$ cat src/sv/pwm_pkg.sv
// Shared types and constants for the pressure window monitor.
package pwm_pkg;

   localparam int PRES_W   = 12;
   localparam int ID_W     = 8;
   localparam int LEVEL_W  = 3;
   localparam int ABN_W    = 5;
   localparam int STATUS_W = 2;
   localparam int CSR_IDX_W = 4;

   typedef enum logic [LEVEL_W-1:0] {
      LVL_NORMAL    = 3'd0,
      LVL_LOW_WARN  = 3'd1,
      LVL_LOW_CRIT  = 3'd2,
      LVL_HIGH_WARN = 3'd3,
      LVL_HIGH_CRIT = 3'd4
   } level_type;

   typedef enum logic [STATUS_W-1:0] {
      SYS_NORMAL   = 2'd0,
      SYS_WARNING  = 2'd1,
      SYS_CRITICAL = 2'd2
   } sys_status_type;

   typedef enum logic [CSR_IDX_W-1:0] {
      CSR_LOW_WARNING   = 4'd0,
      CSR_LOW_CRITICAL  = 4'd1,
      CSR_HIGH_WARNING  = 4'd2,
      CSR_HIGH_CRITICAL = 4'd3
   } csr_index_type;

   localparam logic [PRES_W-1:0] LOW_WARNING_RST   = 12'd150;
   localparam logic [PRES_W-1:0] LOW_CRITICAL_RST  = 12'd80;
   localparam logic [PRES_W-1:0] HIGH_WARNING_RST  = 12'd350;
   localparam logic [PRES_W-1:0] HIGH_CRITICAL_RST = 12'd450;

   // controller -> datapath
   typedef struct packed {
      logic take;      // input transaction accepted this cycle
      logic div_step;  // run one divider iteration
   } pwm_cmd_type;

   // datapath -> controller
   typedef struct packed {
      logic div_last;  // current divider iteration is the final one
   } pwm_stat_type;

endpackage

$ cat src/sv/pwm_ctrl.sv
// Controller state machine: handshakes, result valid and divider sequencing.
module pwm_ctrl (
   input  logic                  clock,
   input  logic                  reset,
   input  logic                  req_valid,
   input  logic                  req_last,
   output logic                  req_ready,
   input  logic                  rsp_ready,
   output logic                  rsp_valid,
   output pwm_pkg::pwm_cmd_type  cmd,
   input  pwm_pkg::pwm_stat_type stat
);
   import pwm_pkg::*;

   typedef enum logic {
      ST_RUN,
      ST_DIV
   } state_type;

   state_type state_ff, state_in;
   logic      rsp_valid_ff, rsp_valid_in;
   logic      take;

   assign req_ready    = (state_ff == ST_RUN) && (!rsp_valid_ff || rsp_ready);
   assign take         = req_valid && req_ready;
   assign cmd.take     = take;
   assign cmd.div_step = (state_ff == ST_DIV);
   assign rsp_valid    = rsp_valid_ff;

   always_comb begin
      state_in     = state_ff;
      rsp_valid_in = rsp_valid_ff && !rsp_ready;
      case (state_ff)
         ST_RUN: begin
            if (take) begin
               if (req_last) begin
                  // summary waits for the divider
                  state_in     = ST_DIV;
                  rsp_valid_in = 1'b0;
               end else begin
                  rsp_valid_in = 1'b1;
               end
            end
         end
         ST_DIV: begin
            if (stat.div_last) begin
               state_in     = ST_RUN;
               rsp_valid_in = 1'b1;
            end
         end
         default: begin
            state_in     = ST_RUN;
            rsp_valid_in = 1'b0;
         end
      endcase
   end

   always_ff @(posedge clock) begin
      if (reset) begin
         state_ff     <= ST_RUN;
         rsp_valid_ff <= 1'b0;
      end else begin
         state_ff     <= state_in;
         rsp_valid_ff <= rsp_valid_in;
      end
   end

   a_last_waits: assert property (@(posedge clock) disable iff (reset)
      take && req_last |=> !rsp_valid_ff && state_ff == ST_DIV)
      else $error("last transaction did not start the divider");

   a_plain_result: assert property (@(posedge clock) disable iff (reset)
      take && !req_last |=> rsp_valid_ff && state_ff == ST_RUN)
      else $error("classification result not presented");

   a_div_finish: assert property (@(posedge clock) disable iff (reset)
      state_ff == ST_DIV && stat.div_last |=> rsp_valid_ff && state_ff == ST_RUN)
      else $error("summary result not presented after divide");

   a_no_overwrite: assert property (@(posedge clock) disable iff (reset)
      state_ff == ST_DIV |-> !rsp_valid_ff)
      else $error("result pending while divider busy");

endmodule

$ cat src/sv/pwm_datapath.sv
// Datapath: thresholds, classification, batch accumulators, serial divider, result register.
module pwm_datapath #(
   parameter int MAX_READINGS = 16
) (
   input  logic                                clock,
   input  logic                                reset,
   input  pwm_pkg::pwm_cmd_type                cmd,
   output pwm_pkg::pwm_stat_type               stat,
   input  logic                                csr_valid,
   input  logic [pwm_pkg::CSR_IDX_W-1:0]       csr_index,
   input  logic [pwm_pkg::PRES_W-1:0]          csr_wdata,
   input  logic [pwm_pkg::ID_W-1:0]            req_sensor_id,
   input  logic [pwm_pkg::PRES_W-1:0]          req_pressure,
   input  logic                                req_last,
   output logic [pwm_pkg::ID_W-1:0]            rsp_reading_id,
   output logic [pwm_pkg::LEVEL_W-1:0]         rsp_level,
   output logic                                rsp_summary_valid,
   output logic [pwm_pkg::PRES_W-1:0]          rsp_average,
   output logic [pwm_pkg::ID_W-1:0]            rsp_lowest_id,
   output logic [pwm_pkg::PRES_W-1:0]          rsp_lowest_value,
   output logic [pwm_pkg::ID_W-1:0]            rsp_highest_id,
   output logic [pwm_pkg::PRES_W-1:0]          rsp_highest_value,
   output logic [pwm_pkg::ABN_W-1:0]           rsp_abnormal_count,
   output logic [pwm_pkg::STATUS_W-1:0]        rsp_system_status
);
   import pwm_pkg::*;

   localparam int CW     = $clog2(MAX_READINGS + 1);
   localparam int SW     = PRES_W + CW;
   localparam int STEP_W = $clog2(SW);

   // thresholds
   logic [PRES_W-1:0] low_warn_ff, low_crit_ff, high_warn_ff, high_crit_ff;

   // batch state
   logic [SW-1:0]     sum_ff, sum_in;
   logic [CW-1:0]     cnt_ff, cnt_in;
   logic [CW-1:0]     oow_ff, oow_in;
   logic [PRES_W-1:0] min_val_ff, min_val_in, max_val_ff, max_val_in;
   logic [ID_W-1:0]   min_id_ff, min_id_in, max_id_ff, max_id_in;

   // divider
   logic [SW-1:0]     quo_ff, quo_in;
   logic [CW-1:0]     rem_ff, rem_in;
   logic [CW-1:0]     den_ff;
   logic [STEP_W-1:0] step_ff;
   logic [CW:0]       shifted;
   logic              ge;

   // result register
   logic [ID_W-1:0]     rid_ff, lo_id_ff, hi_id_ff;
   level_type           level_ff, level_in;
   logic                sumv_ff;
   logic [PRES_W-1:0]   avg_ff, lo_val_ff, hi_val_ff;
   logic [ABN_W-1:0]    abn_ff;
   sys_status_type      sys_ff, sys_in;

   logic room, abnormal;

   assign room     = (cnt_ff != CW'(MAX_READINGS));
   assign abnormal = (req_pressure < low_warn_ff) || (req_pressure > high_warn_ff);

   always_comb begin
      if (req_pressure < low_crit_ff)       level_in = LVL_LOW_CRIT;
      else if (req_pressure < low_warn_ff)  level_in = LVL_LOW_WARN;
      else if (req_pressure > high_crit_ff) level_in = LVL_HIGH_CRIT;
      else if (req_pressure > high_warn_ff) level_in = LVL_HIGH_WARN;
      else                                  level_in = LVL_NORMAL;
   end

   always_comb begin
      sum_in     = sum_ff;
      cnt_in     = cnt_ff;
      oow_in     = oow_ff;
      min_val_in = min_val_ff;
      min_id_in  = min_id_ff;
      max_val_in = max_val_ff;
      max_id_in  = max_id_ff;
      if (room) begin
         sum_in = sum_ff + SW'(req_pressure);
         cnt_in = cnt_ff + CW'(1);
         if (abnormal) oow_in = oow_ff + CW'(1);
         if (cnt_ff == '0 || req_pressure < min_val_ff) begin
            min_val_in = req_pressure;
            min_id_in  = req_sensor_id;
         end
         if (cnt_ff == '0 || req_pressure > max_val_ff) begin
            max_val_in = req_pressure;
            max_id_in  = req_sensor_id;
         end
      end
      if (min_val_in < low_crit_ff || max_val_in > high_crit_ff) sys_in = SYS_CRITICAL;
      else if (oow_in != '0)                                     sys_in = SYS_WARNING;
      else                                                       sys_in = SYS_NORMAL;
   end

   // restoring divide, one quotient bit per cycle
   assign shifted = {rem_ff, quo_ff[SW-1]};
   assign ge      = (shifted >= {1'b0, den_ff});
   assign rem_in  = ge ? CW'(shifted - {1'b0, den_ff}) : shifted[CW-1:0];
   assign quo_in  = {quo_ff[SW-2:0], ge};
   assign stat.div_last = (step_ff == STEP_W'(SW - 1));

   always_ff @(posedge clock) begin
      if (reset) begin
         low_warn_ff  <= LOW_WARNING_RST;
         low_crit_ff  <= LOW_CRITICAL_RST;
         high_warn_ff <= HIGH_WARNING_RST;
         high_crit_ff <= HIGH_CRITICAL_RST;
      end else if (csr_valid) begin
         case (csr_index)
            CSR_LOW_WARNING:   low_warn_ff  <= csr_wdata;
            CSR_LOW_CRITICAL:  low_crit_ff  <= csr_wdata;
            CSR_HIGH_WARNING:  high_warn_ff <= csr_wdata;
            CSR_HIGH_CRITICAL: high_crit_ff <= csr_wdata;
            default: ;
         endcase
      end
   end

   always_ff @(posedge clock) begin
      if (reset) begin
         sum_ff     <= '0;
         cnt_ff     <= '0;
         oow_ff     <= '0;
         min_val_ff <= '0;
         min_id_ff  <= '0;
         max_val_ff <= '0;
         max_id_ff  <= '0;
      end else if (cmd.take) begin
         if (req_last) begin
            sum_ff     <= '0;
            cnt_ff     <= '0;
            oow_ff     <= '0;
            min_val_ff <= '0;
            min_id_ff  <= '0;
            max_val_ff <= '0;
            max_id_ff  <= '0;
         end else begin
            sum_ff     <= sum_in;
            cnt_ff     <= cnt_in;
            oow_ff     <= oow_in;
            min_val_ff <= min_val_in;
            min_id_ff  <= min_id_in;
            max_val_ff <= max_val_in;
            max_id_ff  <= max_id_in;
         end
      end
   end

   always_ff @(posedge clock) begin
      if (reset) begin
         step_ff <= '0;
      end else if (cmd.take) begin
         step_ff <= '0;
      end else if (cmd.div_step) begin
         step_ff <= step_ff + STEP_W'(1);
      end
   end

   always_ff @(posedge clock) begin
      if (cmd.take) begin
         quo_ff <= sum_in;
         den_ff <= cnt_in;
         rem_ff <= '0;
      end else if (cmd.div_step) begin
         quo_ff <= quo_in;
         rem_ff <= rem_in;
      end
   end

   always_ff @(posedge clock) begin
      if (cmd.take) begin
         rid_ff   <= req_sensor_id;
         level_ff <= level_in;
         avg_ff   <= '0;
         if (req_last) begin
            sumv_ff   <= 1'b1;
            lo_id_ff  <= min_id_in;
            lo_val_ff <= min_val_in;
            hi_id_ff  <= max_id_in;
            hi_val_ff <= max_val_in;
            abn_ff    <= ABN_W'(oow_in);
            sys_ff    <= sys_in;
         end else begin
            sumv_ff   <= 1'b0;
            lo_id_ff  <= '0;
            lo_val_ff <= '0;
            hi_id_ff  <= '0;
            hi_val_ff <= '0;
            abn_ff    <= '0;
            sys_ff    <= SYS_NORMAL;
         end
      end else if (cmd.div_step && stat.div_last) begin
         avg_ff <= quo_in[PRES_W-1:0];
      end
   end

   assign rsp_reading_id     = rid_ff;
   assign rsp_level          = level_ff;
   assign rsp_summary_valid  = sumv_ff;
   assign rsp_average        = avg_ff;
   assign rsp_lowest_id      = lo_id_ff;
   assign rsp_lowest_value   = lo_val_ff;
   assign rsp_highest_id     = hi_id_ff;
   assign rsp_highest_value  = hi_val_ff;
   assign rsp_abnormal_count = abn_ff;
   assign rsp_system_status  = sys_ff;

endmodule

$ cat src/sv/pressure_window_monitor_core.sv
// Top level of the pressure window monitor: controller plus datapath.
// Ordinary reading: result the next cycle, one per cycle while results are taken.
// Batch-closing reading (last): the average comes from a restoring divider that
// yields one quotient bit per cycle across the 12 + clog2(MAX_READINGS+1) bit sum
// (17 bits at the default); the result is registered with the last quotient bit.
// Synchronous active-high reset: thresholds back to 150/80/350/450, batch cleared.
module pressure_window_monitor_core #(
   parameter int MAX_READINGS = 16
) (
   input  logic                           clock,
   input  logic                           reset,
   // input readings
   input  logic                           req_valid,
   output logic                           req_ready,
   input  logic [pwm_pkg::ID_W-1:0]       req_sensor_id,
   input  logic [pwm_pkg::PRES_W-1:0]     req_pressure,
   input  logic                           req_last,
   // results
   output logic                           rsp_valid,
   input  logic                           rsp_ready,
   output logic [pwm_pkg::ID_W-1:0]       rsp_reading_id,
   output logic [pwm_pkg::LEVEL_W-1:0]    rsp_level,
   output logic                           rsp_summary_valid,
   output logic [pwm_pkg::PRES_W-1:0]     rsp_average,
   output logic [pwm_pkg::ID_W-1:0]       rsp_lowest_id,
   output logic [pwm_pkg::PRES_W-1:0]     rsp_lowest_value,
   output logic [pwm_pkg::ID_W-1:0]       rsp_highest_id,
   output logic [pwm_pkg::PRES_W-1:0]     rsp_highest_value,
   output logic [pwm_pkg::ABN_W-1:0]      rsp_abnormal_count,
   output logic [pwm_pkg::STATUS_W-1:0]   rsp_system_status,
   // threshold register writes
   input  logic                           csr_valid,
   output logic                           csr_ready,
   input  logic [pwm_pkg::CSR_IDX_W-1:0]  csr_index,
   input  logic [pwm_pkg::PRES_W-1:0]     csr_wdata
);
   import pwm_pkg::*;

   pwm_cmd_type  cmd;
   pwm_stat_type stat;

   // Threshold writes are always accepted and registered; indexes past the list are dropped.
   assign csr_ready = 1'b1;

   // Controller owns req_ready/rsp_valid; a pending result does not block the
   // next ordinary transaction when the consumer takes it in the same cycle.
   pwm_ctrl u_ctrl (
      .clock     (clock),
      .reset     (reset),
      .req_valid (req_valid),
      .req_last  (req_last),
      .req_ready (req_ready),
      .rsp_ready (rsp_ready),
      .rsp_valid (rsp_valid),
      .cmd       (cmd),
      .stat      (stat)
   );

   // Datapath: thresholds, classification, batch statistics, divider and result register.
   pwm_datapath #(
      .MAX_READINGS (MAX_READINGS)
   ) u_datapath (
      .clock              (clock),
      .reset              (reset),
      .cmd                (cmd),
      .stat               (stat),
      .csr_valid          (csr_valid && csr_ready),
      .csr_index          (csr_index),
      .csr_wdata          (csr_wdata),
      .req_sensor_id      (req_sensor_id),
      .req_pressure       (req_pressure),
      .req_last           (req_last),
      .rsp_reading_id     (rsp_reading_id),
      .rsp_level          (rsp_level),
      .rsp_summary_valid  (rsp_summary_valid),
      .rsp_average        (rsp_average),
      .rsp_lowest_id      (rsp_lowest_id),
      .rsp_lowest_value   (rsp_lowest_value),
      .rsp_highest_id     (rsp_highest_id),
      .rsp_highest_value  (rsp_highest_value),
      .rsp_abnormal_count (rsp_abnormal_count),
      .rsp_system_status  (rsp_system_status)
   );

endmodule
$ cat config.mk
export PLATFORM = sky130hd
export DESIGN_NAME = pressure_window_monitor_core
export DESIGN_NICKNAME = d
export VERILOG_FILES = /design/src/sv/pwm_pkg.sv /design/src/sv/pwm_ctrl.sv /design/src/sv/pwm_datapath.sv /design/src/sv/pressure_window_monitor_core.sv
export SDC_FILE = /design/constraint.sdc
export NUM_CORES = 1
export LEC_CHECK = 0
export BUFFER_PORTS_ARGS = -buffer_cell sky130_fd_sc_hd__buf_2
export CORE_MARGIN = 5
export CORE_UTILIZATION = 34
export DETAILED_ROUTE_END_ITERATION = 8
export GPL_TIMING_DRIVEN = 0
export SYNTH_ARGS = -nofsm -noshare
export SYNTH_HDL_FRONTEND = slang
export SYNTH_SLANG_ARGS = --single-unit
$ cat constraint.sdc
create_clock -name clock -period 8.2 [get_ports clock]
set_input_delay 1.64 -clock clock [delete_from_list [all_inputs] [get_ports clock]]
set_output_delay 1.64 -clock clock [all_outputs]
set_load 0.01 [all_outputs]
* Word level (Yosys, flattened, before mapping)
Index checks and enable logic that the tools add are counted.
Storage, ports and cells: register bits after elaboration 220, input port bits 42, output and inout port bits 74, logic and storage cells 107
Operators by class: add/subtract/negate cells 5, order comparisons 9, equality and inequality tests 5, multiplexer cells 35, bitwise logic cells 2, reductions and logical operators 22
Operators with widths (count):
- two-way mux 12 bit | 6
- two-way mux 17 bit | 4
- > comparator 12 bit | 4
- < comparator 12 bit | 4
- two-way mux 8 bit | 6
- two-way mux 5 bit | 6
- adder 17 x 12 -> 17 bit | 1
- adder 5 x 1 -> 5 bit, second input constant | 3
- equality test 4 x 2 -> 1 bit, second input constant | 2
- AND reduction 2 bit | 4
- two-way mux 1 bit | 7
- greater-or-equal comparator 6 x 5 -> 1 bit | 1
- two-way mux 2 bit | 3
- OR reduction 2 bit | 3
- equality test 5 bit, second input constant | 1
- zero test 5 bit | 1
- logical OR 1 bit | 5
- inequality test 5 bit, second input constant | 1
- nonzero test 5 bit | 1
- subtractor 5 bit | 1
- equality test 4 x 1 -> 1 bit, second input constant | 1
- logical AND 1 bit | 4
- zero test 4 bit | 1
- case mux 1 bit (2 select lines) | 2
- 4 further kinds | 6

* Depth between registers and ports, before layout
Gate-level depths: netlist of the first run.
depth in word-level cells 7, depth in mapped cells 20, mapped depth without buffers 19

* By module
Synthesis of the first run repeated with hierarchy kept, for this count alone.
Unflattened totals: cells, all modules 1226, area, all modules 11737.5 um^2
Modules (own cells, without submodules):
- pwm_datapath | instances 1, cells an instance 1209, area an instance 11604.9 um^2, sequential area each 5175.0 um^2
- pwm_ctrl | instances 1, cells an instance 15, area an instance 121.4 um^2, sequential area each 40.0 um^2
- pressure_window_monitor_core | instances 1, cells an instance 2, area an instance 11.3 um^2, sequential area each 0.0 um^2

* Worst setup path after synthesis of the first run
No wires, ideal clock.
path kind input port to flip-flop, from in req_pressure[0] in the netlist's numbering, to reg u_datapath.sys_ff[0], in the netlist u_datapath.rsp_system_status[0], data pin, setup time 0.266 ns, arrival time 4.794 ns, data required time 7.934 ns, setup slack 3.140 ns, stages 19, path buffers 2, cell sequence buf_6 > nand2b_1 > a2111oi_2 > o21ai_1 > and3_1 > o21ai_1 > a21o_2 > buf_6 > mux2i_1 > inv_1 > ha_1 > a21o_1 > a21o_1 > a21oi_1 > nor2_1 > a2111oi_0 > nand3b_1 > o21ai_0 > a21oi_1
On the way: cells in the longest elaborated chain, start to end 7, elaborated cells on any way between the ends 19, classes of those cells order compare (6); mux (7); reduce/logical (6)
Ends and longest elaborated chain:
- start, declared | line pressure_window_monitor_core.sv:16 | input logic [pwm_pkg::PRES_W-1:0] req_pressure,
- < comparator 12 bit | line pwm_datapath.sv:83 | if (cnt_ff == '0 || req_pressure < min_val_ff) begin
- logical OR 1 bit | line pwm_datapath.sv:83
- two-way mux 12 bit | line pwm_datapath.sv:83
- two-way mux 12 bit | line pwm_datapath.sv:79 | if (room) begin
- named net u_datapath.min_val_in[5] | line pwm_datapath.sv:39 | logic [PRES_W-1:0] min_val_ff, min_val_in, max_val_ff, max_val_in;
- < comparator 12 bit | line pwm_datapath.sv:92 | if (min_val_in < low_crit_ff || max_val_in > high_crit_ff) sys_in = SYS_CRITICAL;
- logical OR 1 bit | line pwm_datapath.sv:92
- OR reduction 2 bit (no source line)
- end signal, assigned | line pwm_datapath.sv:184 | sys_ff <= sys_in;
- end, declared | line pwm_datapath.sv:56 | sys_status_type sys_ff, sys_in;
The timed path passes the listed nets, and every way through them passes these cells. A chain may end at the register's enable or synchronous reset.

* Final worst setup path of the first run
from in req_pressure[1] in the netlist's numbering, to reg u_datapath.sys_ff[0], in the netlist u_datapath.rsp_system_status[0], data pin
Same word-level chain as after synthesis.

==> flow_summary.yaml, run 1 <==
outcome:
  status: "finished clean"
route:
  viasPerCell: 5.06
  postRouteAntennaNets: 0
  route.detailed.drc: 0
  drt_wl_total_um: 31700
  drt_iter0_drc: 528
  num_vias: 9070
  dr.pass1.iters: 5
  drt-wirelength-per-cell_um: 17.7
place:
  gp_congestion: 0.825
  dp_cells: 1745
  hpwlAfterDp_um: 23300
  port_buffers: 113
  placedInstanceArea_um2: 12900
  dp_slack_ns: 1.82
cells_and_area:
  area_growth_pct: 17.0
  stdcell_area_um2: 13700
  fin_cells: 1792
  register_area_um2: 5220
  final_common_cell: "dfxtp_1"
  layout_common_cells: "dfxtp_1, buf_2, ha_1, nor2_1, inv_1"
  nFillCells: 3359
  multi_input_area_um2: 5860
  final_nets: 1475
  drive_gt1_frac: 0.150
critical_path:
  cp.required_ns: 8.44
  endpoint_kind: "flop"
  path_cells: "buf_2, ha_1, a2111oi_2, o21ai_1, and3_1, o21ai_1, a21o_2, buf_6, mux2i_1, inv_1, ha_1, a21o_1, a21o_1, a21oi_1, nor2_1, a2111oi_0, nand3b_1, o21ai_0, a21oi_1"
  reg2reg_setup_slack_ns: 3.49
  worstPathMaxFanout: 11
  worstRegToRegCells: 19
  slowest_stage: "a2111oi_0"
  arrival_ns: 6.07
  reg2reg_from: "u_datapath.min_val_ff[1]$_SDFFE_PP0P_"
  max_stage_delay_ns: 0.56
  reg2reg_to: "u_datapath.rsp_system_status[0]$_SDFFCE_PP0P_"
  crit_path_start_kind: "primary input"
  crit_type: "in -> reg"
yosys:
  syn_nets: 1334
  syn_area_um2: 11700
  synth_area_leaders: "dfxtp_1, edfxtp_1, ha_1"
  ys_async_sr_fraction: 0
  synth-edff-count: 81
  syn_area_per_cell_um2: 9.97
  yosysUniqueCellTypes: 69
  synth_cells: 1176
  yosysWarnings: 0
  ys_ff_latch: 220
  ys_seq_area_frac: 0.445
  synth_top_area_frac: 0.237
  synth-main-ff-cell: "dfxtp_1"
  yosys.area.top_type: "dfxtp_1"
cts:
  ctsHoldBuffers: 0
  cts.htree.levels: 1
  path_clk_slew_ns: 0.06
  clk_latency_ns: 0.52
  clock_sinks: 220
  clk_path_buf_depth: 3
  numCtsBuffers: 25
  root_buffer: "clkbuf_16"
  postCtsSetupRepairBufs: 0
  cts_tree: "yes"
  ctsResizeCount: 0
sta:
  tightestPinTransition_ns: 1.12
  fmax_ghz: 0.172
  final-hold-violation-count: 0
  hold_ws_ns: 0.473
  grt_setup_unrepaired: "false"
  layout_setup_ws_ns: 2.37
  skew_ns: 0.0171
  relSlewSlack: 0.247
  final-max-slew-violation-count: 0
  finalSetupViolations: 0
  fin_tns_setup_ns: 0
  period_minus_slack_ns: 5.83
  period_share: 0.710
die:
  core_um2: 34300
  dieArea_um2: 38300
  initial_core_util: 0.342
  rows: 68
  io_pins: 116
  die_w_um: 196
  chipHeight_um: 196
power_and_ir_drop:
  vdd_ir_drop_max_mv: 0.165
  p_switching_mw: 0.757
  combPwrFrac: 0.158
  p_seq_frac: 0.443
  p_int_mw: 2.05
  swShare: 0.270
  power_frac_clock: 0.398
  p_leak_nw: 6.02
  p_per_area_nw_per_um2: 204
worst_hold_path:
  hold_start: "u_datapath.min_id_ff[4]$_SDFFE_PP0P_"
  min_to: "u_datapath.min_id_ff[4]$_SDFFE_PP0P_"
  min_path_type: "reg -> reg"
  whs_path_depth: 1
global_routing:
  grt_pass1_vias: 8904
  grtUsageTotal: 0.161
  grt_pass1_wl_um: 49700
  grt_overflow: 0
  grt_max_degree: 63
  antenna_found_initial: 0
run:
  maxCapViolCount: 0
==> stage by stage <==
step	util	total power [mW]
2_1_floorplan	-	1.55
3_3_place_gp	0.375	1.70
3_5_place_dp	0.376	1.71
4_1_cts	0.400	2.83
5_1_grt	0.400	2.93
6_report	0.400	2.80
==> final cells by class <==
| cell class | instances | share of cell area |
|---|---|---|
| Sequential cell | 220 | 0.380 |
| Buffer | 49 | 0.0170 |
| Clock inverter | 9 | 0.00529 |
| Inverter | 110 | 0.0301 |
| Clock buffer | 37 | 0.0548 |
| Timing Repair Buffer | 114 | 0.0432 |
| Multi-Input combinational cell | 797 | 0.428 |
| Antenna cell | 1 | 0.000182 |
| Tap cell | 455 | 0.0415 |
==> layer usage <==
layer	GRT usage	routed length [µm]	vias up
li1	-	-	4462
met1	0.223	14800	4375
met2	0.271	14700	201
met3	0.0215	1640	32
met4	0.0359	524	0
met5	0	0	-
==> sequential cells by signal, indices dropped and copies added (netlist names), 2 cells and up <==
name / count
u_datapath.max_val_ff: 12
u_datapath.rsp_highest_value: 12
u_datapath.sum_ff: 17
u_datapath.step_ff: 5
u_datapath.oow_ff: 5
u_datapath.rsp_lowest_id: 8
u_datapath.rsp_reading_id: 8
u_datapath.rsp_lowest_value: 12
u_datapath.den_ff: 5
u_datapath.rsp_level: 3
u_datapath.cnt_ff: 5
u_datapath.min_val_ff: 12
u_datapath.min_id_ff: 8
u_datapath.rsp_abnormal_count: 5
u_datapath.low_warn_ff: 12
u_datapath.low_crit_ff: 12
u_datapath.quo_ff: 17
u_datapath.max_id_ff: 8
u_datapath.high_warn_ff: 12
u_datapath.rem_ff: 5
u_datapath.rsp_highest_id: 8
u_datapath.rsp_average: 12
u_datapath.rsp_system_status: 2
u_datapath.high_crit_ff: 12
==> synth_stat cells, types with 6 or more instances <==
cell        n
ha_1      114
or3_1       7
a22oi_1     9
a211o_1    18
nor2b_1    36
nor3_1     12
o22ai_1    12
buf_2       9
a31oi_1     6
a21oi_1    53
or2_2       6
nand2b_1    9
mux2i_1    74
o21ai_1     7
xor2_1     13
nor2_1    112
clkbuf_1   35
nand3_1    13
a22o_1     33
dfxtp_1   139
mux2_2     11
xnor2_1    15
nand2_1    56
and3_1      6
and2_1     22
o21ai_0    48
inv_1     109
a21o_1     22
o21a_1     12
edfxtp_1   81
nand4_1    16
==> worst max path at each step <==
stage | startpoint | to | depth (start not counted)
finish | req_pressure[1] | u_datapath.rsp_system_status[0]$_SDFFCE_PP0P_ | 19
global route | req_pressure[1] | u_datapath.rsp_system_status[0]$_SDFFCE_PP0P_ | 19
CTS | req_pressure[1] | u_datapath.rsp_system_status[0]$_SDFFCE_PP0P_ | 19
detailed placement | req_pressure[1] | u_datapath.rsp_system_status[0]$_SDFFCE_PP0P_ | 19
global placement | rsp_ready | u_datapath.rsp_highest_value[11]$_SDFFCE_PN0P_ | 7
floorplan | req_pressure[0] | u_datapath.rsp_system_status[0]$_SDFFCE_PP0P_ | 19
==> power groups by stage <==
stage	registers, mW	clock network, mW	logic, mW
floorplan	1.27	0	0.280
global placement	1.27	0	0.432
detailed placement	1.27	0	0.447
CTS	1.24	1.14	0.449
global route	1.25	1.19	0.498
finish	1.24	1.12	0.443
==> cell families after synthesis <==
| logic type | share of synthesized area |
|---|---|
| flops | 0.445 |
| other cells | 0.000320 |
| simple gates | 0.132 |
| xor+xnor | 0.0209 |
| compound gates | 0.147 |
| fa+ha+maj | 0.125 |
| mux | 0.0747 |
| buf+inv | 0.0548 |
==> critical path: cells and delay by family <==
family / cells / cell delay, ns
compound gates: 10 / 2.40
buf+inv: 3 / 0.63
fa+ha+maj: 2 / 0.63
simple gates: 3 / 0.42
mux: 1 / 0.32
No activity file was read; power rests on OpenSTA's default activity.
==> run 2, diff against run 1 <==
==> constraint.sdc (replaced) <==
create_clock -name clock -period 4.7 [get_ports clock]
set_input_delay 0.94 -clock clock [delete_from_list [all_inputs] [get_ports clock]]
set_output_delay 0.94 -clock clock [all_outputs]
set_load 0.01 [all_outputs]
==> flow_summary.yaml, run 2 (synthesis gave the netlist of run 1 again) <==
outcome:
  status: "finished clean"
place:
  dp_slack_ns: -0.978
  port_buffers: 113
  dp_cells: 1745
  gp_congestion: 0.825
  hpwlAfterDp_um: 23300
cts:
  cts.htree.levels: 1
  root_buffer: "clkbuf_16"
  clk_latency_ns: 0.52
  postCtsSetupRepairBufs: 0
  path_clk_slew_ns: 0.06
  ctsHoldBuffers: 0
  clock_sinks: 220
  clk_path_buf_depth: 3
  numCtsBuffers: 25
  cts_tree: "yes"
die:
  die_w_um: 196
  io_pins: 116
  chipHeight_um: 196
  rows: 68
  dieArea_um2: 38300
  core_um2: 34300
  initial_core_util: 0.342
cells_and_area:
  nFillCells: 3353
  final_nets: 1475
  layout_common_cells: "dfxtp_1, buf_2, ha_1, nor2_1, inv_1"
  fin_cells: 1792
  drive_gt1_frac: 0.153
  multi_input_area_um2: 5890
  final_common_cell: "dfxtp_1"
  register_area_um2: 5220
  area_growth_pct: 17.3
  reg_top3: "u_datapath.quo_ff: 17 flops, u_datapath.sum_ff: 17 flops"
sta:
  relSlewSlack: 0.257
  final-hold-violation-count: 0
  period_minus_slack_ns: 4.48
  period_share: 0.954
  finalSetupViolations: 0
  layout_setup_ws_ns: 0.217
  final-max-slew-violation-count: 0
  tightestPinTransition_ns: 1.11
  fmax_ghz: 0.223
  grt_setup_unrepaired: "false"
  skew_ns: 0.0152
global_routing:
  grt_pass1_vias: 8910
  grt_overflow: 0
  grt_max_degree: 63
  grt_pass1_wl_um: 49700
  grtUsageTotal: 0.161
  antenna_found_initial: 0
route:
  dr.pass1.iters: 5
  drt-wirelength-per-cell_um: 17.7
  route.detailed.drc: 0
  postRouteAntennaNets: 0
  drt_iter0_drc: 600
  num_vias: 9042
  viasPerCell: 5.05
  drt_wl_total_um: 31600
run:
  maxCapViolCount: 0
critical_path:
  slowest_stage: "mux2_2"
  arrival_ns: 4.75
  max_stage_delay_ns: 0.41
  worstPathMaxFanout: 10
  crit_type: "in -> reg"
  endpoint_kind: "flop"
  critical_path.top_delay_family: "compound AO/OA/AOI/OAI gates"
  worst-path-buf-inv: 4
  path_cells: "buf_2, buf_6, inv_1, ha_1, nor2b_1, o21a_1, o21a_1, o21ai_1, o211ai_1, a21oi_2, buf_2, mux2_2, ha_1, nor2b_1, o21a_1, o21a_1, o21ai_0, o211ai_1, a22oi_1, o21ai_2, and2_1"
  crit_path_start_kind: "primary input"
  cp.required_ns: 4.97
  crit_top_cell: "o21a_1"
power_and_ir_drop:
  vdd_ir_drop_max_mv: 0.288
  p_per_area_nw_per_um2: 356
  p_leak_nw: 6.02
worst_hold_path:
  min_path_type: "reg -> reg"
[run 2: power by group]
group / switching [mW] / internal, mW / leakage [nW]
clock: 0.791 / 1.16 / 0.403
combinational: 0.480 / 0.301 / 3.69
sequential: 0.0558 / 2.11 / 1.93
total: 1.33 / 3.57 / 6.02
[run 2: worst paths after layout]
check / from / end / slack (ns) / depth (start not counted)
worst max-delay path: req_pressure[0] / u_datapath.rsp_system_status[1]$_SDFFCE_PN0P_ / 0.22 / 21
worst min register to register: u_datapath.min_id_ff[4]$_SDFFE_PP0P_ / u_datapath.min_id_ff[4]$_SDFFE_PP0P_ / 0.47 / 1
worst max register to register: u_datapath.max_val_ff[1]$_SDFFE_PP0P_ / u_datapath.rsp_system_status[1]$_SDFFCE_PN0P_ / 0.56 / 19
worst min-delay path: u_datapath.min_id_ff[4]$_SDFFE_PP0P_ / u_datapath.min_id_ff[4]$_SDFFE_PP0P_ / 0.47 / 1
[run 2: layer usage]
metal | global-route usage | routed length, µm | vias up
met5 | 0 | 0 | -
met4 | 0.0359 | 595 | 0
met3 | 0.0215 | 1650 | 37
met2 | 0.271 | 14600 | 197
met1 | 0.223 | 14800 | 4340
li1 | - | - | 4468
[run 2: through the flow]
step / total power, mW / area [µm²] / hold WS [ns] / util / setup TNS, ns
2_1_floorplan: 2.71 / 11700 / 0.435 / - / 0
3_3_place_gp: 2.97 / 12900 / 0.452 / 0.375 / -63.07
3_5_place_dp: 2.99 / 12900 / 0.453 / 0.376 / -1.93
4_1_cts: 4.95 / 13700 / 0.475 / 0.400 / 0
5_1_grt: 5.13 / 13700 / 0.483 / 0.401 / 0
6_report: 4.90 / 13800 / 0.473 / 0.401 / 0
[run 2: what timing repair did]
item / 4_1_cts / 5_1_grt
resized for setup: 4 / 6
setup endpoints to repair: 2 / 2
gates cloned: 0 / 0
[run 2: cell type report]
cell class                 instances  share of cell area
clock buffer                      37              0.0547
buffer                            49              0.0169
timing repair buffer             114              0.0437
tap                              455              0.0414
clock inverter                     9             0.00528
multi-input combinational        797               0.429
inverter                         110              0.0300
antenna                            1            0.000182
sequential                       220               0.379
==> run 3, diff against run 2 <==
--- a/config.mk
+++ b/config.mk
@@ -5,10 +5,10 @@
 export SDC_FILE = /design/constraint.sdc
 export NUM_CORES = 1
 export LEC_CHECK = 0
-export BUFFER_PORTS_ARGS = -buffer_cell sky130_fd_sc_hd__buf_2
 export CORE_MARGIN = 5
 export CORE_UTILIZATION = 34
 export DETAILED_ROUTE_END_ITERATION = 8
+export DONT_BUFFER_PORTS = 1
 export GPL_TIMING_DRIVEN = 0
 export SYNTH_ARGS = -nofsm -noshare
 export SYNTH_HDL_FRONTEND = slang
==> flow_summary.yaml, run 3 (synthesis gave the netlist of run 1 again) <==
outcome:
  status: "finished clean"
run:
  maxCapViolCount: 0
global_routing:
  use_met3: 0.0330
  grtUsageTotal: 0.163
  grtUsageMet2: 0.271
  grt_pass1_vias: 8580
  grt_overflow: 0
  grt_max_degree: 60
  grt_busiest_layer: "met2"
  met1_usage: 0.218
  grt_pass1_wl_um: 49500
  antenna_found_initial: 0
sta:
  relSlewSlack: 0.192
  fin_tns_setup_ns: 0
  final-hold-violation-count: 0
  layout_setup_ws_ns: 0.288
  fmax_ghz: 0.227
  final-max-slew-violation-count: 0
  grt_setup_unrepaired: "false"
  period_minus_slack_ns: 4.41
  tightestPinTransition_ns: 1.20
  skew_ns: 0.0101
  finalSetupViolations: 0
  period_share: 0.939
cells_and_area:
  area_growth_pct: 12.7
  reg_top3: "u_datapath.quo_ff: 17 flops, u_datapath.sum_ff: 17 flops"
  final_common_cell: "dfxtp_1"
  final_nets: 1363
  drive_gt1_frac: 0.0759
  diodes: 0
  layout_common_cells: "dfxtp_1, ha_1, nor2_1, inv_1, edfxtp_1"
place:
  hpwlAfterDp_um: 23400
  gp_congestion: 0.869
  dp_slack_ns: -0.675
  port_buffers: 0
critical_path:
  arrival_ns: 4.68
  crit_path_start_kind: "primary input"
  cp.required_ns: 4.97
  endpoint_kind: "flop"
  crit_type: "in -> reg"
  worstPathMaxFanout: 10
cts:
  path_clk_slew_ns: 0.06
  ctsHoldBuffers: 0
  clk_latency_ns: 0.53
  clock_sinks: 220
  clk_path_buf_depth: 3
  numCtsBuffers: 26
  postCtsSetupRepairBufs: 0
  cts_tree: "yes"
  root_buffer: "clkbuf_16"
  cts.htree.levels: 1
route:
  viasPerCell: 5.14
  postRouteAntennaNets: 0
  num_vias: 8628
  drt_wl_total_um: 31900
  route.detailed.drc: 0
  dr.pass1.iters: 5
  drt_iter0_drc: 501
  drt-wirelength-per-cell_um: 19.0
die:
  die_w_um: 196
  chipHeight_um: 196
  core_um2: 34300
  initial_core_util: 0.342
  dieArea_um2: 38300
  rows: 68
  io_pins: 116
power_and_ir_drop:
  p_leak_nw: 5.57
  vdd_ir_drop_max_mv: 0.211
  p_per_area_nw_per_um2: 372
worst_hold_path:
  min_path_type: "reg -> reg"
==> run 3: layer usage <==
layer  wire length [µm]  up-vias
met2              14800      209
met1              14600     4131
met3               1880       46
li1                   -     4242
met4                633        0
met5                  0        -
==> run 3: final cells by class <==
type | instances | area, µm²
fill | 3366 | 21100
tap | 455 | 569
inverter | 110 | 413
sequential | 220 | 5220
buffer | 49 | 233
timing repair buffer | 1 | 27.5
clock buffer | 40 | 807
multi-input combinational | 797 | 5870
clock inverter | 8 | 73.8
==> run 3: where the power goes <==
part	switching, mW	internal (mW)
combinational	0.395	0.260
sequential	0.0861	2.11
clock	0.815	1.24
total	1.30	3.62
==> run 3: critical path, cell delays in order <==
cell and delay (ns):
buf_6 0.14, nand2b_1 0.16, a2111oi_2 0.36, o21ai_1 0.11
and3_1 0.20, o21ai_1 0.15, a21o_2 0.18, buf_6 0.18
mux2i_1 0.34, inv_1 0.11, ha_1 0.30, a21o_1 0.18
a21o_1 0.17, a21oi_1 0.16, nor2_1 0.07, a2111oi_2 0.37
nand3b_1 0.16, o21ai_1 0.30, a21oi_1 0.09
==> run 3: final timing paths <==
path | from | to | slack (ns) | cells past startpoint
setup / recovery | req_pressure[0] | u_datapath.rsp_system_status[0]$_SDFFCE_PP0P_ | 0.29 | 19
hold / removal | u_datapath.high_crit_ff[1]$_SDFFE_PP1P_ | u_datapath.high_crit_ff[1]$_SDFFE_PP1P_ | 0.47 | 1
setup reg to reg | u_datapath.min_val_ff[1]$_SDFFE_PP0P_ | u_datapath.rsp_system_status[0]$_SDFFCE_PP0P_ | 0.39 | 19
hold reg to reg | u_datapath.high_crit_ff[1]$_SDFFE_PP1P_ | u_datapath.high_crit_ff[1]$_SDFFE_PP1P_ | 0.47 | 1
==> run 3: repair_timing <==
| item | CTS | global route |
|---|---|---|
| resized for setup | 1 | 3 |
| hold endpoints to repair | 0 | 0 |
| cloned | 0 | 0 |
| endpoints found under the setup margin | 2 | 2 |
==> run 3: metrics by stage <==
step	utilization	area [µm²]	power, mW	std cells	hold slack (ns)
final	0.385	13200	4.91	1680	0.467
after global routing	0.385	13200	5.15	1680	0.472
after CTS	0.385	13200	4.97	1680	0.466
after detailed placement	0.359	12300	2.90	1632	0.451
after global placement	0.358	12300	2.88	1631	0.450
after floorplan	-	11700	2.71	1176	0.435
